<file path="config.mk">
export PLATFORM = sky130hd
export DESIGN_NAME = heating_channel_poll_sequencer
export DESIGN_NICKNAME = d
export VERILOG_FILES = /design/src/design/hcps_pkg.sv /design/src/design/heating_channel_poll_sequencer.sv /design/src/design/hcps_core.sv
export SDC_FILE = /design/constraint.sdc
export NUM_CORES = 1
export LEC_CHECK = 0
export ABC_AREA = 1
export BUFFER_PORTS_ARGS = -buffer_cell sky130_fd_sc_hd__buf_4
export CORE_MARGIN = 2
export CORE_UTILIZATION = 40
export DETAILED_ROUTE_END_ITERATION = 8
export PLACE_DENSITY = 0.61
export SKIP_LAST_GASP = 1
export SLEW_MARGIN = 20
export SYNTH_ARGS = -nofsm -noshare
export SYNTH_HDL_FRONTEND = slang
export SYNTH_SLANG_ARGS = --single-unit
</file>
<file path="constraint.sdc">
create_clock -name clk_i -period 5.85 [get_ports clk_i]
set_clock_uncertainty 0.2 [all_clocks]
set_input_delay 0.8775 -clock clk_i [delete_from_list [all_inputs] [get_ports clk_i]]
set_output_delay 0.8775 -clock clk_i [all_outputs]
set_load 0.02 [all_outputs]
</file>
<file path="src/design/hcps_pkg.sv">
// ----------------------------------------------------------------------------
// hcps_pkg
// Shared types and constants of the heating channel poll sequencer.
// ----------------------------------------------------------------------------
package hcps_pkg;

  // Default number of polled channels and the reset reply timeout.
  localparam int unsigned NumChannelsDef = 16;
  localparam logic [15:0] TimeoutReset   = 16'd1000;

  // Input item selector codes.
  localparam logic [1:0] OP_TICK  = 2'd0;
  localparam logic [1:0] OP_START = 2'd1;
  localparam logic [1:0] OP_REPLY = 2'd2;

  // Result kinds.
  localparam logic [2:0] KIND_REQ     = 3'd0;
  localparam logic [2:0] KIND_STATUS  = 3'd1;
  localparam logic [2:0] KIND_TEMP    = 3'd2;
  localparam logic [2:0] KIND_TARGET  = 3'd3;
  localparam logic [2:0] KIND_MODE    = 3'd4;
  localparam logic [2:0] KIND_OVERRUN = 3'd5;

  // Per-channel poll phases.
  localparam logic [2:0] PH_IDLE    = 3'd0;
  localparam logic [2:0] PH_STATUS  = 3'd1;
  localparam logic [2:0] PH_ELEMENT = 3'd2;
  localparam logic [2:0] PH_TARGET  = 3'd3;
  localparam logic [2:0] PH_MODE    = 3'd4;

  // Register addresses (category in the high byte) and register counts.
  localparam logic [15:0] ADDR_STATUS  = 16'h0300;
  localparam logic [15:0] ADDR_ELEMENT = 16'h0104;
  localparam logic [15:0] ADDR_TARGET  = 16'h0200;
  localparam logic [15:0] ADDR_MODE    = 16'h0207;
  localparam logic [7:0]  CNT_STATUS   = 8'd3;
  localparam logic [7:0]  CNT_ELEMENT  = 8'd7;
  localparam logic [7:0]  CNT_TARGET   = 8'd1;
  localparam logic [7:0]  CNT_MODE     = 8'd1;

  // Reply decoding masks.
  localparam logic [7:0] ELEM_MASK     = 8'h3f;
  localparam logic [7:0] FLAG_LOST     = 8'h02;
  localparam logic [7:0] FLAG_OUTPUT   = 8'h10;
  localparam logic [7:0] MODE_BITS     = 8'h07;

  typedef struct packed {
    logic [1:0] op;
    logic [7:0] byte0;
    logic [7:0] byte1;
    logic [7:0] byte5;
    logic [7:0] byte13;
  } item_t;

  typedef struct packed {
    logic        valid;
    logic [2:0]  kind;
    logic [3:0]  channel_number;
    logic [15:0] request_address;
    logic [15:0] request_word;
    logic        heat_on;
    logic [15:0] temperature_tenths;
    logic [11:0] battery_level;
    logic [2:0]  mode_value;
  } result_t;

endpackage

</file>
<file path="src/design/heating_channel_poll_sequencer.sv">
// ----------------------------------------------------------------------------
// heating_channel_poll_sequencer
// Polls floor-heating channels over a register bus, one phase per tick.
// ----------------------------------------------------------------------------
// A result word reaches the master side through the input register, loaded
// when its input word is accepted, and then the result register.
// Throughput: one input word per cycle, set by the state update in hcps_core;
// the input stalls only while the result register is full and its word is
// not being taken.
// Reset is asynchronous and active low; it clears the sweep state and sets the
// reply timeout to 1000 ticks.
// ----------------------------------------------------------------------------
module heating_channel_poll_sequencer import hcps_pkg::*; #(
  parameter int unsigned NumChannels = NumChannelsDef
) (
  input  logic        clk_i,
  input  logic        rst_ni,
  // Configuration: reply timeout in ticks.
  input  logic        cfg_we_i,
  input  logic [15:0] cfg_wdata_i,
  // Input words.
  input  logic        s_axis_tvalid_i,
  output logic        s_axis_tready_o,
  // tdata from bit 0 up: reply_byte0, reply_byte1, reply_byte5, reply_byte13.
  input  logic [31:0] s_axis_tdata_i,
  // tuser: op.
  input  logic [1:0]  s_axis_tuser_i,
  // Result words.
  output logic        m_axis_tvalid_o,
  input  logic        m_axis_tready_i,
  // tdata from bit 0 up: channel_number, request_address, request_word,
  // heat_on, temperature_tenths, battery_level, mode_value, 4 zero bits.
  output logic [71:0] m_axis_tdata_o,
  // tuser: kind.
  output logic [2:0]  m_axis_tuser_o
);

  logic [15:0] timeout_q;
  logic        in_valid_q;
  item_t       in_q;
  logic        out_valid_q;
  result_t     out_q;
  logic        out_free;
  logic        proc_fire;
  result_t     res;

  // The user must write the timeout register only while the sequencer is idle; the block does not enforce it.
  always_ff @(posedge clk_i or negedge rst_ni) begin
    if (!rst_ni) begin
      timeout_q <= TimeoutReset;
    end else if (cfg_we_i) begin
      timeout_q <= cfg_wdata_i;
    end
  end

  // The registered item is processed whenever the result register can take
  // whatever it produces; the input register refills in the same cycle.
  assign out_free        = !out_valid_q || m_axis_tready_i;
  assign proc_fire       = in_valid_q && out_free;
  assign s_axis_tready_o = !in_valid_q || proc_fire;

  always_ff @(posedge clk_i or negedge rst_ni) begin
    if (!rst_ni) begin
      in_valid_q <= 1'b0;
    end else if (s_axis_tready_o) begin
      in_valid_q <= s_axis_tvalid_i;
    end
  end

  always_ff @(posedge clk_i) begin
    if (s_axis_tready_o && s_axis_tvalid_i) begin
      in_q.op     <= s_axis_tuser_i;
      in_q.byte0  <= s_axis_tdata_i[7:0];
      in_q.byte1  <= s_axis_tdata_i[15:8];
      in_q.byte5  <= s_axis_tdata_i[23:16];
      in_q.byte13 <= s_axis_tdata_i[31:24];
    end
  end

  hcps_core #(
    .NumChannels(NumChannels)
  ) u_core (
    .clk_i    (clk_i),
    .rst_ni   (rst_ni),
    .fire_i   (proc_fire),
    .item_i   (in_q),
    .timeout_i(timeout_q),
    .res_o    (res)
  );

  // Items that produce no result still pass through, leaving the result
  // register empty once its previous word has been taken.
  always_ff @(posedge clk_i or negedge rst_ni) begin
    if (!rst_ni) begin
      out_valid_q <= 1'b0;
    end else if (proc_fire) begin
      out_valid_q <= res.valid;
    end else if (m_axis_tready_i) begin
      out_valid_q <= 1'b0;
    end
  end

  always_ff @(posedge clk_i) begin
    if (proc_fire && res.valid) begin
      out_q <= res;
    end
  end

  assign m_axis_tvalid_o = out_valid_q;
  assign m_axis_tuser_o  = out_q.kind;
  assign m_axis_tdata_o  = {4'd0,
                            out_q.mode_value,
                            out_q.battery_level,
                            out_q.temperature_tenths,
                            out_q.heat_on,
                            out_q.request_word,
                            out_q.request_address,
                            out_q.channel_number};

endmodule

</file>
<file path="src/design/hcps_core.sv">
// ----------------------------------------------------------------------------
// hcps_core
// Sequencer state and the combinational decode of one item into at most one
// result.
// ----------------------------------------------------------------------------
module hcps_core import hcps_pkg::*; #(
  parameter int unsigned NumChannels = NumChannelsDef
) (
  input  logic        clk_i,
  input  logic        rst_ni,
  input  logic        fire_i,
  input  item_t       item_i,
  input  logic [15:0] timeout_i,
  output result_t     res_o
);

  logic        sweep_q, sweep_d;
  logic [3:0]  ch_q, ch_d;
  logic [2:0]  phase_q, phase_d;
  logic [5:0]  elem_q, elem_d;
  logic        await_q, await_d;
  logic [15:0] ticks_q, ticks_d;

  logic [2:0]  ph_cur;
  logic [2:0]  ph_nxt;
  logic        advance;
  logic        last_ch;
  logic [5:0]  elem_rx;

  assign last_ch = (5'({1'b0, ch_q}) + 5'd1) >= 5'(NumChannels);
  assign elem_rx = item_i.byte5[5:0] & ELEM_MASK[5:0];

  always_comb begin
    sweep_d = sweep_q;
    ch_d    = ch_q;
    phase_d = phase_q;
    elem_d  = elem_q;
    await_d = await_q;
    ticks_d = ticks_q;
    res_o   = '0;
    ph_cur  = phase_q;
    ph_nxt  = phase_q;
    advance = 1'b0;
    if (fire_i) begin
      unique case (item_i.op)
        OP_TICK: begin
          if (sweep_q) begin
            advance = 1'b1;
            if (await_q) begin
              if (ticks_q >= timeout_i) begin
                // Reply lost: end this channel and move on in the same tick.
                ph_cur  = PH_MODE;
                await_d = 1'b0;
              end else begin
                ticks_d = 16'(ticks_q + 16'd1);
                advance = 1'b0;
              end
            end
            if (advance) begin
              ph_nxt = 3'(ph_cur + 3'd1);
              if (ph_nxt > PH_MODE) begin
                if (last_ch) begin
                  sweep_d = 1'b0;
                  phase_d = PH_IDLE;
                  ch_d    = '0;
                  advance = 1'b0;
                end else begin
                  ch_d   = 4'(ch_q + 4'd1);
                  ph_nxt = PH_STATUS;
                end
              end
            end
            if (advance) begin
              phase_d              = ph_nxt;
              await_d              = 1'b1;
              ticks_d              = '0;
              res_o.valid          = 1'b1;
              res_o.kind           = KIND_REQ;
              res_o.channel_number = ch_d;
              unique case (ph_nxt)
                PH_STATUS: begin
                  res_o.request_address = ADDR_STATUS;
                  res_o.request_word    = {4'd0, ch_d, CNT_STATUS};
                end
                PH_ELEMENT: begin
                  res_o.request_address = ADDR_ELEMENT;
                  res_o.request_word    = {2'd0, elem_q, CNT_ELEMENT};
                end
                PH_TARGET: begin
                  res_o.request_address = ADDR_TARGET;
                  res_o.request_word    = {4'd0, ch_d, CNT_TARGET};
                end
                default: begin
                  res_o.request_address = ADDR_MODE;
                  res_o.request_word    = {4'd0, ch_d, CNT_MODE};
                end
              endcase
            end
          end
        end
        OP_START: begin
          if (await_q) begin
            res_o.valid          = 1'b1;
            res_o.kind           = KIND_OVERRUN;
            res_o.channel_number = ch_q;
          end else begin
            sweep_d = 1'b1;
            ch_d    = '0;
            phase_d = PH_IDLE;
          end
        end
        OP_REPLY: begin
          await_d              = 1'b0;
          res_o.channel_number = ch_q;
          unique case (phase_q)
            PH_STATUS: begin
              elem_d = elem_rx;
              if (elem_rx == 6'd0) begin
                // Unused channel: skip straight to its end.
                phase_d = PH_MODE;
              end else begin
                if ((item_i.byte0 & FLAG_LOST) != 8'd0) begin
                  phase_d = PH_ELEMENT;
                end
                res_o.valid   = 1'b1;
                res_o.kind    = KIND_STATUS;
                res_o.heat_on = (item_i.byte0 & FLAG_OUTPUT) != 8'd0;
              end
            end
            PH_ELEMENT: begin
              res_o.valid              = 1'b1;
              res_o.kind               = KIND_TEMP;
              res_o.temperature_tenths = {item_i.byte0, item_i.byte1};
              res_o.battery_level      = 12'({item_i.byte13, 3'b000})
                                       + 12'({item_i.byte13, 1'b0});
            end
            PH_TARGET: begin
              res_o.valid              = 1'b1;
              res_o.kind               = KIND_TARGET;
              res_o.temperature_tenths = {item_i.byte0, item_i.byte1};
            end
            PH_MODE: begin
              res_o.valid      = 1'b1;
              res_o.kind       = KIND_MODE;
              res_o.mode_value = item_i.byte0[2:0] & MODE_BITS[2:0];
            end
            default: begin
              res_o.valid = 1'b0;
            end
          endcase
        end
        default: begin
          res_o.valid = 1'b0;
        end
      endcase
    end
  end

  always_ff @(posedge clk_i or negedge rst_ni) begin
    if (!rst_ni) begin
      sweep_q <= 1'b0;
      ch_q    <= '0;
      phase_q <= PH_IDLE;
      elem_q  <= '0;
      await_q <= 1'b0;
      ticks_q <= '0;
    end else begin
      sweep_q <= sweep_d;
      ch_q    <= ch_d;
      phase_q <= phase_d;
      elem_q  <= elem_d;
      await_q <= await_d;
      ticks_q <= ticks_d;
    end
  end

  // A reply can only be outstanding during a sweep.
  a_await_in_sweep : assert property (@(posedge clk_i) disable iff (!rst_ni)
    await_q |-> sweep_q)
    else $error("reply outstanding outside a sweep");

  // Every request arms the reply wait with a fresh tick count.
  a_req_arms : assert property (@(posedge clk_i) disable iff (!rst_ni)
    (res_o.valid && res_o.kind == KIND_REQ) |=> (await_q && ticks_q == 16'd0))
    else $error("request did not arm the reply wait");

  // Overrun is only reported while a reply is outstanding.
  a_overrun : assert property (@(posedge clk_i) disable iff (!rst_ni)
    (res_o.valid && res_o.kind == KIND_OVERRUN) |-> await_q)
    else $error("overrun without an outstanding reply");

  // The channel counter stays inside the configured channel range.
  a_ch_range : assert property (@(posedge clk_i) disable iff (!rst_ni)
    5'({1'b0, ch_q}) < 5'(NumChannels))
    else $error("channel counter out of range");

endmodule

</file>
Yosys cells after proc, flatten, opt, wreduce, memory -nomap -nowiden --
Cells that the tools add are included.
Word-level totals: output and inout bits 77, logic and storage cells 146, register bits after elaboration 152
Cells by class: eq/ne operators 17, reductions and logical operators 27, add/sub/neg operators 5, mux-type cells 69, bitwise gates (word level) 3, order comparisons 3
Operators with widths (number):
- 40-bit two-way mux | 2
- 26-bit case mux with 3 select lines | 1
- 72-bit two-way mux | 1
- 16-bit two-way mux | 4
- 32-bit two-way mux | 2
- 3-bit two-way mux | 21
- 4-bit two-way mux | 6
- 1-bit two-way mux | 22
- 7-bit case mux with 3 select lines | 1
- 3-bit AND reduction | 6
- 16-bit by 1-bit adder with 16-bit output, second input constant | 1
- 16-bit greater-or-equal comparator | 1
- 11-bit by 9-bit adder with 12-bit output | 1
- 3-bit by 2-bit equality test with 1-bit output, second input constant | 4
- 12-bit two-way mux | 1
- 3-bit case mux with 4 select lines | 1
- 3-bit by 1-bit inequality test with 1-bit output, second input constant | 3
- 3-bit case mux with 3 select lines | 1
- 9-bit AND reduction | 1
- 8-bit two-way mux | 1
- 4-bit case mux with 2 select lines | 1
- 4-bit AND reduction | 2
- 2-bit nonzero test | 4
- 3-bit by 1-bit equality test with 1-bit output, second input constant | 2
- 24 further kinds | 34

Logic depth before layout (Yosys ltp) --
Gate-level depths: netlist of the first run.
depth after elaboration 20, mapped depth 26, depth with buffers taken out 25

Hierarchy --
Synthesis of the first run repeated with hierarchy kept, for this count alone.
Unflattened totals: cells, all modules 697, area total of the unflattened synthesis 7388.3 um^2
Modules (own cells, without submodules):
- heating_channel_poll_sequencer | seq. area each 3611.0 um^2, instances 1, area an instance 3945.0 um^2, cells an instance 192
- hcps_core | seq. area each 775.7 um^2, instances 1, area an instance 3443.3 um^2, cells an instance 505

Worst setup path after synthesis of the first run --
No wires, ideal clock.
kind reg-to-reg, from reg timeout_q[3], to reg out_q (netlist bit m_axis_tdata_o[0]), enable pin, stages on the path, launching flop included 20, path buffers 1, period minus slack after synthesis 5.198 ns, arrival 4.539 ns, data required time 5.191 ns, slack 0.652 ns, cell sequence dfstp_2 -> inv_1 -> ha_1 -> nand2_1 -> nor2_1 -> nor2_1 -> nand2_1 -> nand2_1 -> nand2_1 -> nand2_4 -> nand3_4 -> inv_1 -> o21ai_0 -> ha_1 -> clkbuf_1 -> nand2_1 -> nand3_2 -> nand2_1 -> inv_1 -> nor2_1
Between the ends: longest elaborated chain between the ends 18, elaborated cells on any way between the ends 23, classes of those cells add/sub: 1; order compare: 2; mux: 19; reduce/logical: 1
RTL lines:
- start: declaration | RTL line heating_channel_poll_sequencer.sv:38 | logic [15:0] timeout_q;
- start signal: assignment | RTL line heating_channel_poll_sequencer.sv:50 | timeout_q <= TimeoutReset;
- start signal: assignment | RTL line heating_channel_poll_sequencer.sv:52 | timeout_q <= cfg_wdata_i;
- 16-bit greater-or-equal comparator * | RTL line hcps_core.sv:50 | if (ticks_q >= timeout_i) begin
- 3-bit two-way mux | RTL line hcps_core.sv:50
- 3-bit two-way mux | RTL line hcps_core.sv:49 | if (await_q) begin
- 3-bit two-way mux | RTL line hcps_core.sv:47 | if (sweep_q) begin
- 3-bit two-way mux | RTL line hcps_core.sv:45 | unique case (item_i.op)
- 3-bit two-way mux | RTL line hcps_core.sv:44 | if (fire_i) begin
- 3-bit by 1-bit adder with 3-bit output | RTL line hcps_core.sv:60 | ph_nxt = 3'(ph_cur + 3'd1);
- 3-bit > comparator | RTL line hcps_core.sv:61 | if (ph_nxt > PH_MODE) begin
- [... 2 more ...]
- 1-bit two-way mux * | RTL line hcps_core.sv:47
- 1-bit two-way mux * | RTL line hcps_core.sv:45
- 1-bit two-way mux * | RTL line hcps_core.sv:44
- 40-bit two-way mux * | RTL line hcps_core.sv:73 | if (advance) begin
- 40-bit two-way mux * | RTL line hcps_core.sv:47
- 1-bit case mux with 3 select lines * | RTL line hcps_core.sv:45
- 72-bit two-way mux * | RTL line hcps_core.sv:44
- 1-bit logical AND * | RTL line heating_channel_poll_sequencer.sv:104 | if (proc_fire && res.valid) begin
- end signal: assignment | RTL line heating_channel_poll_sequencer.sv:105 | out_q <= res;
- end: declaration | RTL line heating_channel_poll_sequencer.sv:42 | result_t out_q;
Every way passes the cells marked *; elsewhere a longest branch is shown, timed or not. The select of a mux whose other input is x is not followed. A chain may end at the register's enable or synchronous reset.

Final worst setup path of the first run --
from reg timeout_q[3], to reg out_q (netlist bit m_axis_tdata_o[20]), enable pin
The elaborated chain is that of the path after synthesis.

==> qor.csv, run 1 <==
metric,value,unit
status,finished clean,
Die H,133,um
RSZ-0062 raised after global routing,false,
Area Growth Syn to Fin,22.7,%
Cell Rows,47,
DRC,0,
io pins,132,
Gate Count Post-Synth,670,
1st-pass router iterations,4,
worst-path fanout max,24,
CP Launch Type,register,
Worst slew margin,54.8,%
unique cell type count in the Yosys netlist,47,
Worst Setup Path Type,register to register,
first-pass GRT wire length,22000,um
required time of the critical path,5.76,ns
Die ar.,17600,sq um
fraction of layout instances using a drive strength above 1,22.5,%
"area leader, netlist",edfxtp_1,
hold buffer count at cts,0,
fin area,8130,sq um
Root Driver,clkbuf_16,
area of the core,16400,sq um
crit end category,register,
DRT iter0 DRCs,225,
drt wl/cell,13.0,um
Fmax,237,MHz
Post-synth EDFFs,82,
vias in the first global route,4652,
chip width,133,um
final slew viol count,0,
total negative slack,0,ns
Filler Cells Inserted,1495,
Worst path most repeated cell,nand2_1,
mapped cell area,6620,sq um
pwr dens,391,nW/um^2
Critical path buffers and inverters,4,
GPL Wtd Cong,0.860,
main area contributors after synthesis,"edfxtp_1 (37%), dfrtp_1 (16%), nand2_1 (7.0%)",
YS warnings,0,
worst-skew pair later-pin latency,0.42,ns
"FF+latch count, synth",131,
CTS tree,yes,
largest net degree at the start of global routing,50,
n_diodes,0,
Tmin final,4.21,ns
antenna violations before repair,0,
clock buffer depth,2,
Final #Nets,870,
Routed WL,13300,um
H-tree level count,4,
area of the multi-input gates,2400,sq um
IO Port Bufs,106,
Avg Inst Size Synth,9.89,sq um
vias per inst,4.62,
CP arrival,4.12,ns
sequential share of the synthesized area,55.8,%
max-cap violations,0,
max incr delay on CP,0.53,ns
top_reg_cell synth,edfxtp_1,
worst IR drop on VDD,0.237,mV
Final Setup Violations,0,
Tot GR Track Use,15.8,%
Async SR Flop Fraction,37.4,%
share of the synthesized area in the top cell type,37.2,%
HP Class,primary input to async pin,
DP HPWL,9720,um
vias,4689,
"Cell Chain, Critical Path","inv_1, ha_1, nand2_1, nor2_1, nor2_1, nand2_1, nand2_1, nand2_1, nand2_4, nand3_4, inv_1, o21ai_0, ha_1, nand2_1, nand3_2, nand2_1, inv_1, nor2_4, buf_4",
slowest library cell on the worst path,nor2_4,
Num CTS Buffers,17,
family with the most delay on the worst path,simple AND/OR/NAND/NOR gates,
post-cts sizing count,0,
final-report hold violation count,0,
register area,3700,sq um
grt ovf,0,
clock-pin slew on the worst setup and hold paths,0.06,ns
Post-CTS Setup Inserts,0,
Slew @ Worst Pin,0.677,ns
area post-placement,7550,sq um
starting density of the core,40.4,%
CTS sink count,131,
Final Core Density,49.5,%
Total Power Consumption,3.18,mW
Post-DRT Antenna Nets,0,
Tcrit/Tclk final,72.0,%
Lkg Pwr,3.77,nW
==> Yosys cell counts (5+ instances only) <==
cell type,n
ha_1,31
inv_1,93
a21oi_1,14
nor2_4,5
buf_4,26
nand3_1,21
nor2_1,88
o21ai_0,37
mux2_2,5
clkbuf_1,5
nor3_1,5
edfxtp_1,82
xor2_1,12
dfrtp_1,43
nand4_1,10
nand2_1,124
o22ai_1,5
nand3b_1,10
dfstp_2,6
==> area by class of cell <==
cell class / count / area share (%)
Clock inverter: 15 / 1.94
Tap cell: 220 / 3.39
Multi-Input combinational cell: 429 / 29.5
Inverter: 95 / 4.42
Timing Repair Buffer: 109 / 10.1
Clock buffer: 17 / 5.23
Sequential cell: 131 / 45.5
==> stage by stage <==
stage	setup WS (ns)	hold WS, ns	cells
final	1.64	0.284	1016
after global routing	1.23	0.334	1016
after CTS	1.62	0.302	1016
after detailed placement	1.63	0.292	984
after global placement	1.69	0.287	984
after floorplan	0.652	0.256	692
==> sequential cells by signal (all words and copies together) (netlist names), 3 cells and up <==
name and count:
u_core.phase_q 3, timeout_q 16, u_core.ch_q 4, u_core.elem_q 6, m_axis_tdata_o 47, u_core.ticks_q 16
m_axis_tuser_o 3, in_q 32
==> where the power goes <==
| part | total [mW] | switching (mW) | internal, mW |
|---|---|---|---|
| logic | 0.883 | 0.572 | 0.311 |
| clock network | 1.04 | 0.415 | 0.629 |
| registers | 1.25 | 0.0967 | 1.15 |
==> cell usage in the layout (no fill, tap or decap), drive strengths merged <==
master    count
nand2       130
buf         109
inv          98
nor2         96
edfxtp       82
dfrtp        43
o21ai        42
ha           31
conb         23
nand3        23
clkbuf       17
a21oi        17
xor2         12
nand4        11
nand3b       10
nor3          8
clkinvlp      6
dfstp         6
mux2          5
o22ai         5
xnor2         4
clkinv        4
o21a          2
o211ai        2
bufinv        2
mux2i         1
nor4b         1
nor4          1
or2           1
a22oi         1
a211oi        1
o21bai        1
fa            1
==> layer usage <==
layer	vias to the layer above	global-route usage, %	routed length, um
met1	2176	18.8	5730
met4	0	5.73	199
met3	15	4.44	690
met2	122	27.2	6640
li1	2376	-	-
met5	-	0	0
==> cell families after synthesis <==
| logic type | count (synthesis) | synth area share (%) |
|---|---|---|
| XOR/XNOR | 16 | 2.12 |
| AO/OA/AOI/OAI | 71 | 6.06 |
| buffers and inverters | 132 | 9.37 |
| multiplexers | 6 | 1.00 |
| other | 1 | 0.0566 |
| flip-flops | 131 | 55.8 |
| AND/OR/NAND/NOR | 281 | 19.4 |
| adder cells (fa/ha/maj) | 32 | 6.16 |
==> worst paths after layout <==
path                                          start                                to  slack (ns)  cells after the start
max                        timeout_q[3]$_DFFE_PN1P_  m_axis_tdata_o[20]$_SDFFCE_PN0P_        1.64                     19
min reg2reg                timeout_q[8]$_DFFE_PN1P_          timeout_q[8]$_DFFE_PN1P_        0.30                      2
max reg2reg                timeout_q[3]$_DFFE_PN1P_  m_axis_tdata_o[20]$_SDFFCE_PN0P_        1.64                     19
min                                          rst_ni    u_core.ticks_q[11]$_DFFE_PN0P_        0.28                      1
min in group clk_i         timeout_q[8]$_DFFE_PN1P_          timeout_q[8]$_DFFE_PN1P_        0.30                      2
max in group asynchronous                    rst_ni      u_core.elem_q[4]$_DFFE_PN0P_        4.72                      1
Power figures use the tool's default switching activity.
==> inputs of run 2 (changes only) <==
--- a/config.mk
+++ b/config.mk
@@ -5,12 +5,12 @@
 export SDC_FILE = /design/constraint.sdc
 export NUM_CORES = 1
 export LEC_CHECK = 0
-export ABC_AREA = 1
+export ABC_AREA = 0
 export BUFFER_PORTS_ARGS = -buffer_cell sky130_fd_sc_hd__buf_4
 export CORE_MARGIN = 2
 export CORE_UTILIZATION = 40
 export DETAILED_ROUTE_END_ITERATION = 8
-export PLACE_DENSITY = 0.61
+export PLACE_DENSITY = 0.64
 export SKIP_LAST_GASP = 1
 export SLEW_MARGIN = 20
 export SYNTH_ARGS = -nofsm -noshare
==> constraint.sdc (replaced) <==
create_clock -name clk_i -period 3.77 [get_ports clk_i]
set_clock_uncertainty 0.2 [all_clocks]
set_input_delay 0.5655 -clock clk_i [delete_from_list [all_inputs] [get_ports clk_i]]
set_output_delay 0.5655 -clock clk_i [all_outputs]
set_load 0.02 [all_outputs]
==> run 2 against run 1 <==
  * Via count down 1.5%
  * Core utilization is 2.0 points higher
  * Cell count decreased by 9.4%
  * Combinational power rose by 34%
  * Critical path depth is 5 lower
  * Power grew 44%
  * Clock-buffer cell count increased by 1
==> qor.csv, run 2 <==
metric,value,unit
status,finished clean,
DP HPWL,9960,um
Routed WL,13800,um
1st-pass router iterations,5,
io pins,132,
n_diodes,0,
area of the core,15700,sq um
Fmax,283,MHz
compound-cell area share of the yosys netlist,11.0,%
CTS sink count,131,
Lkg Pwr,3.48,nW
adder and majority gate portion of the synthesized area,6.40,%
IO Port Bufs,106,
unique cell type count in the Yosys netlist,54,
DRT iter0 DRCs,296,
DRC,0,
Worst slew margin,57.4,%
"FF+latch count, synth",131,
Root Driver,clkbuf_16,
Final Setup Violations,0,
clock buffer depth,2,
"commonest non-fill, non-tap cells in the layout","buf_4 (121), edfxtp_1 (82), nand2_1 (54)",
antenna violations before repair,0,
vias per inst,5.02,
fraction of layout instances using a drive strength above 1,26.3,%
Total Power Consumption,4.59,mW
xor/xnor cell area share of the yosys netlist,1.51,%
sequential share of the synthesized area,58.0,%
area post-placement,7460,sq um
Die H,130,um
Placed Cells,884,
vias,4621,
grt ovf,0,
Final Core Density,51.5,%
total negative slack,0,ns
crit end category,register,
top_reg_cell synth,edfxtp_1,
Finished Layout Cells,920,
Tmin final,3.54,ns
Worst Hold Path Cells,1,
Async SR Flop Fraction,37.4,%
worst-path fanout max,15,
YS warnings,0,
CTS tree,yes,
mux share of post-synthesis cell area,2.26,%
Tot GR Track Use,16.5,%
Min Hold Slack,0.125,ns
fin area,8100,sq um
"area leader, netlist",edfxtp_1,
main area contributors after synthesis,"edfxtp_1 (39%), dfrtp_1 (17%), ha_1 (6.1%)",
H-tree level count,4,
Worst Setup Path Type,register to register,
Cell Rows,46,
Post-synth EDFFs,82,
"commonest non-fill, non-tap cell in the layout",buf_4,
GPL Wtd Cong,0.890,
first-pass GRT wire length,21600,um
share of the synthesized area in the top cell type,38.6,%
starting density of the core,40.6,%
vias in the first global route,4398,
Post-DRT Antenna Nets,0,
Die ar.,17000,sq um
Avg Inst Size Synth,11.3,sq um
required time of the critical path,3.91,ns
Simple-Gate Fraction of Synth Area,14.6,%
drt wl/cell,15.0,um
Gate Count Post-Synth,565,
worst-skew pair later-pin latency,0.42,ns
final slew viol count,0,
mapped cell area,6380,sq um
main combinational cell family by area after synthesis,simple AND/OR/NAND/NOR gates,
clock-pin slew on the worst setup and hold paths,0.06,ns
chip width,130,um
max reg flops,47,
Tcrit/Tclk final,93.9,%
max-cap violations,0,
FF-to-FF path depth,14,
CP arrival,3.68,ns
Area Growth Syn to Fin,27.0,%
Num CTS Buffers,17,
pwr dens,567,nW/um^2
HP Class,primary input to register,
most common cell in the netlist,edfxtp_1,
final-report hold violation count,0,
final worst slack,0.232,ns
top post-synthesis cells by count,"edfxtp_1 (82), nand2_1 (55), dfrtp_1 (43)",
largest net degree at the start of global routing,50,
CP Launch Type,register,
worst IR drop on VDD,0.277,mV
Slew @ Worst Pin,0.639,ns
DP Worst Slack,0.194,ns
Final #Nets,778,
-- run 2: worst paths after layout --
kind | from | to | slack, ns
setup / recovery | timeout_q[9]$_DFFE_PN1P_ | u_core.ticks_q[5]$_DFFE_PN0P_ | 0.23
hold / removal | s_axis_tdata_i[28] | in_q[4]$_DFFE_PP_ | 0.13
setup reg to reg | timeout_q[9]$_DFFE_PN1P_ | u_core.ticks_q[5]$_DFFE_PN0P_ | 0.23
hold reg to reg | u_core.elem_q[4]$_DFFE_PN0P_ | u_core.elem_q[4]$_DFFE_PN0P_ | 0.30
max in group asynchronous | rst_ni | u_core.ch_q[1]$_DFFE_PN0P_ | 2.41
min in group asynchronous | rst_ni | timeout_q[2]$_DFFE_PN0P_ | 0.53
-- run 2: cell families (layout without fill, tap and decap cells) --
kind of cell               count (synthesis)  count (layout)
and+or+nand+nor                          184             184
other                                      1              23
xor gates and xnor gates                  11              11
adders and majority gates                 32              32
buffers and inverters                     80             197
AOI/OAI and AO/OA                        113             113
DFF                                      131             131
muxes                                     13              13
-- run 2: cell type report --
cell class | instances | area (sq um)
Clock buffer | 18 | 429
Clock inverter | 14 | 115
Fill cell | 1384 | 7610
Inverter | 38 | 143
Multi-Input combinational cell | 376 | 2420
Sequential cell | 131 | 3700
Tap cell | 216 | 270
Timing Repair Buffer | 127 | 1020
-- run 2: critical path: stages, from the launching register on --
cell	delay (ns)
dfstp_2	0.51
inv_1	0.05
ha_1	0.29
a21oi_1	0.13
o21ai_1	0.09
a211oi_2	0.29
nand3_2	0.20
a21oi_2	0.16
ha_1	0.15
inv_1	0.04
ha_2	0.18
and2_1	0.17
a21o_2	0.32
or4_1	0.53
a21oi_1	0.16
-- run 2: timing repair --
item	in CTS	in global routing
setup buffers	0	1
setup endpoints to repair	0	60
hold endpoints to repair	26	0
resized for setup	0	6
hold buffers	1	0
-- run 2: layer usage --
metal,up-vias,track usage (%),routed length (um)
met5,-,0,0
met1,2249,21.3,6040
met3,12,4.59,659
met2,125,26.8,6870
li1,2235,-,-
met4,0,5.50,193
-- run 2: report_power, final --
part           internal (mW)  switching [mW]
combinational          0.481           0.701
sequential              1.76           0.136
clock                  0.899           0.608
==> inputs of run 3 (changes only) <==
--- a/config.mk
+++ b/config.mk
@@ -7,10 +7,9 @@
 export LEC_CHECK = 0
 export ABC_AREA = 0
 export BUFFER_PORTS_ARGS = -buffer_cell sky130_fd_sc_hd__buf_4
-export CORE_MARGIN = 2
 export CORE_UTILIZATION = 40
 export DETAILED_ROUTE_END_ITERATION = 8
-export PLACE_DENSITY = 0.64
+export PLACE_DENSITY = 0.61
 export SKIP_LAST_GASP = 1
 export SLEW_MARGIN = 20
 export SYNTH_ARGS = -nofsm -noshare
==> constraint.sdc (replaced) <==
create_clock -name clk_i -period 3.71 [get_ports clk_i]
set_clock_uncertainty 0.2 [all_clocks]
set_input_delay 0.5565 -clock clk_i [delete_from_list [all_inputs] [get_ports clk_i]]
set_output_delay 0.5565 -clock clk_i [all_outputs]
set_load 0.02 [all_outputs]
==> run 3 against run 2 <==
  * Clock-buffer cell count decreased by 1
  * Register-to-register slack got worse by 0.18 ns
  * Non-clock buffer count increased by 5
  * Wire length increased by 1.0%
  * Power increased by 1.5%
  * First-iteration DRC count decreased by 9.5%
  * Via count decreased by 0.63%
  * Design area increased by 0.40%
  * Worst hold slack got worse by 0.020 ns
  * Largest power group unchanged
  * Sequential power about the same
==> qor.csv, run 3 (synthesis gave the netlist of run 2 again) <==
metric,value,unit
clock buffer depth,2,
Root Driver,clkbuf_16,
drt wl/cell,15.1,um
Critical path buffers and inverters,3,
CP Launch Type,register,
worst-path fanout max,14,
crit end category,register,
Tmin final,3.66,ns
fraction of layout instances using a drive strength above 1,26.7,%
IO Port Bufs,106,
register area,3700,sq um
area of the multi-input gates,2400,sq um
vias,4592,
CP arrival,3.80,ns
Final #Nets,783,
Lkg Pwr,3.50,nW
HP Class,primary input to register,
Worst Setup Path Type,register to register,
Die H,128,um
Worst slew margin,56.4,%
starting density of the core,41.5,%
first-pass GRT wire length,22300,um
Filler Cells Inserted,1331,
final-report hold violation count,0,
antenna violations before repair,0,
io pins,132,
Final Core Density,52.9,%
RSZ-0062 raised after global routing,true,
Placed Cells,882,
Routed WL,13900,um
GPL Wtd Cong,0.814,
"commonest non-fill, non-tap cells in the layout","buf_4 (124), edfxtp_1 (82), nand2_1 (55)",
clock-pin slew on the worst setup and hold paths,0.06,ns
n_diodes,0,
family with the most delay on the worst path,compound AO/OA/AOI/OAI gates,
vias in the first global route,4455,
Slew @ Worst Pin,0.654,ns
CP Depth,15,
Worst Hold Path Cells,1,
Cell Rows,45,
DRC,0,
Post-DRT Antenna Nets,0,
grt ovf,0,
H-tree level count,4,
CTS tree,yes,
worst-skew pair later-pin latency,0.43,ns
Final Setup Violations,0,
1st-pass router iterations,5,
post-cts sizing count,0,
slowest library cell on the worst path,or4_1,
required time of the critical path,3.85,ns
final slew viol count,0,
vias per inst,4.99,
max-cap violations,0,
Area Growth Syn to Fin,27.5,%
Num CTS Buffers,17,
pwr dens,573,nW/um^2
DP HPWL,9940,um
CTS sink count,131,
DRT iter0 DRCs,268,
area of the core,15400,sq um
Tcrit/Tclk final,98.7,%
Die ar.,16500,sq um
worst IR drop on VDD,0.326,mV
status,finished clean,
FF-to-FF path depth,15,
"Cell Chain, Critical Path","inv_1, ha_1, a21oi_1, o21ai_1, a211oi_2, buf_4, nand3_2, a21oi_2, ha_1, inv_1, ha_2, and2_1, a21o_1, or4_1, a21oi_1",
fin area,8130,sq um
Finished Layout Cells,920,
max reg flops,47,
Fmax,273,MHz
Tot GR Track Use,17.7,%
area post-placement,7490,sq um
"commonest non-fill, non-tap cell in the layout",buf_4,
total negative slack,0,ns
largest net degree at the start of global routing,50,
max incr delay on CP,0.58,ns
chip width,128,um
## run 3: cell count changes in the layout (fill, tap and decap cells not counted), sizes merged
cell / previous run / this run
buf: 125 / 129
bufinv: 1 / 0
clkinv: 10 / 3
clkinvlp: 2 / 3
inv: 39 / 47
## run 3: routing by layer
metal | up-vias | global-route usage (%) | wire, um
met3 | 18 | 3.59 | 583
li1 | 2243 | - | -
met4 | 0 | 7.82 | 283
met2 | 146 | 27.8 | 6640
met1 | 2185 | 23.7 | 6400
met5 | - | 0 | 0
## run 3: report_power, final
part | switching [mW] | internal (mW) | total, mW
Sequential | 0.142 | 1.79 | 1.93
Combinational | 0.696 | 0.485 | 1.18
Clock | 0.673 | 0.868 | 1.54
## run 3: through the flow
step | power, mW | hold WS, ns | setup WS (ns)
3_3_place_gp | 3.06 | 0.280 | 0.196
3_5_place_dp | 3.09 | 0.287 | 0.117
5_1_grt | 4.89 | 0.0905 | -0.103
6_report | 4.66 | 0.105 | 0.0477
4_1_cts | 4.65 | 0.0926 | 0.0330
2_1_floorplan | 2.67 | 0.0609 | -0.312
## run 3: worst paths after layout
check / end / startpoint / slack (ns)
worst max register to register: u_core.ticks_q[11]$_DFFE_PN0P_ / timeout_q[9]$_DFFE_PN1P_ / 0.05
min in group asynchronous: u_core.ticks_q[4]$_DFFE_PN0P_ / rst_ni / 0.52
worst min-delay path: in_q[20]$_DFFE_PP_ / s_axis_tdata_i[12] / 0.10
max in group asynchronous: u_core.ch_q[0]$_DFFE_PN0P_ / rst_ni / 2.35
worst max-delay path: u_core.ticks_q[11]$_DFFE_PN0P_ / timeout_q[9]$_DFFE_PN1P_ / 0.05
worst min register to register: u_core.elem_q[4]$_DFFE_PN0P_ / u_core.elem_q[4]$_DFFE_PN0P_ / 0.30
## run 3: what timing repair did
action,CTS,global route
endpoints found under the hold margin,43,0
setup buffers,0,2
setup endpoints to repair,0,58
hold buffers,1,0
## run 3: area by class of cell
| class | instances | share of cell area, % |
|---|---|---|
| clock buffer | 17 | 5.23 |
| clock inverter | 15 | 1.45 |
| inverter | 38 | 1.75 |
| multi-input combinational | 376 | 29.5 |
| sequential | 131 | 45.5 |
| tap | 211 | 3.25 |
| timing repair buffer | 132 | 13.3 |
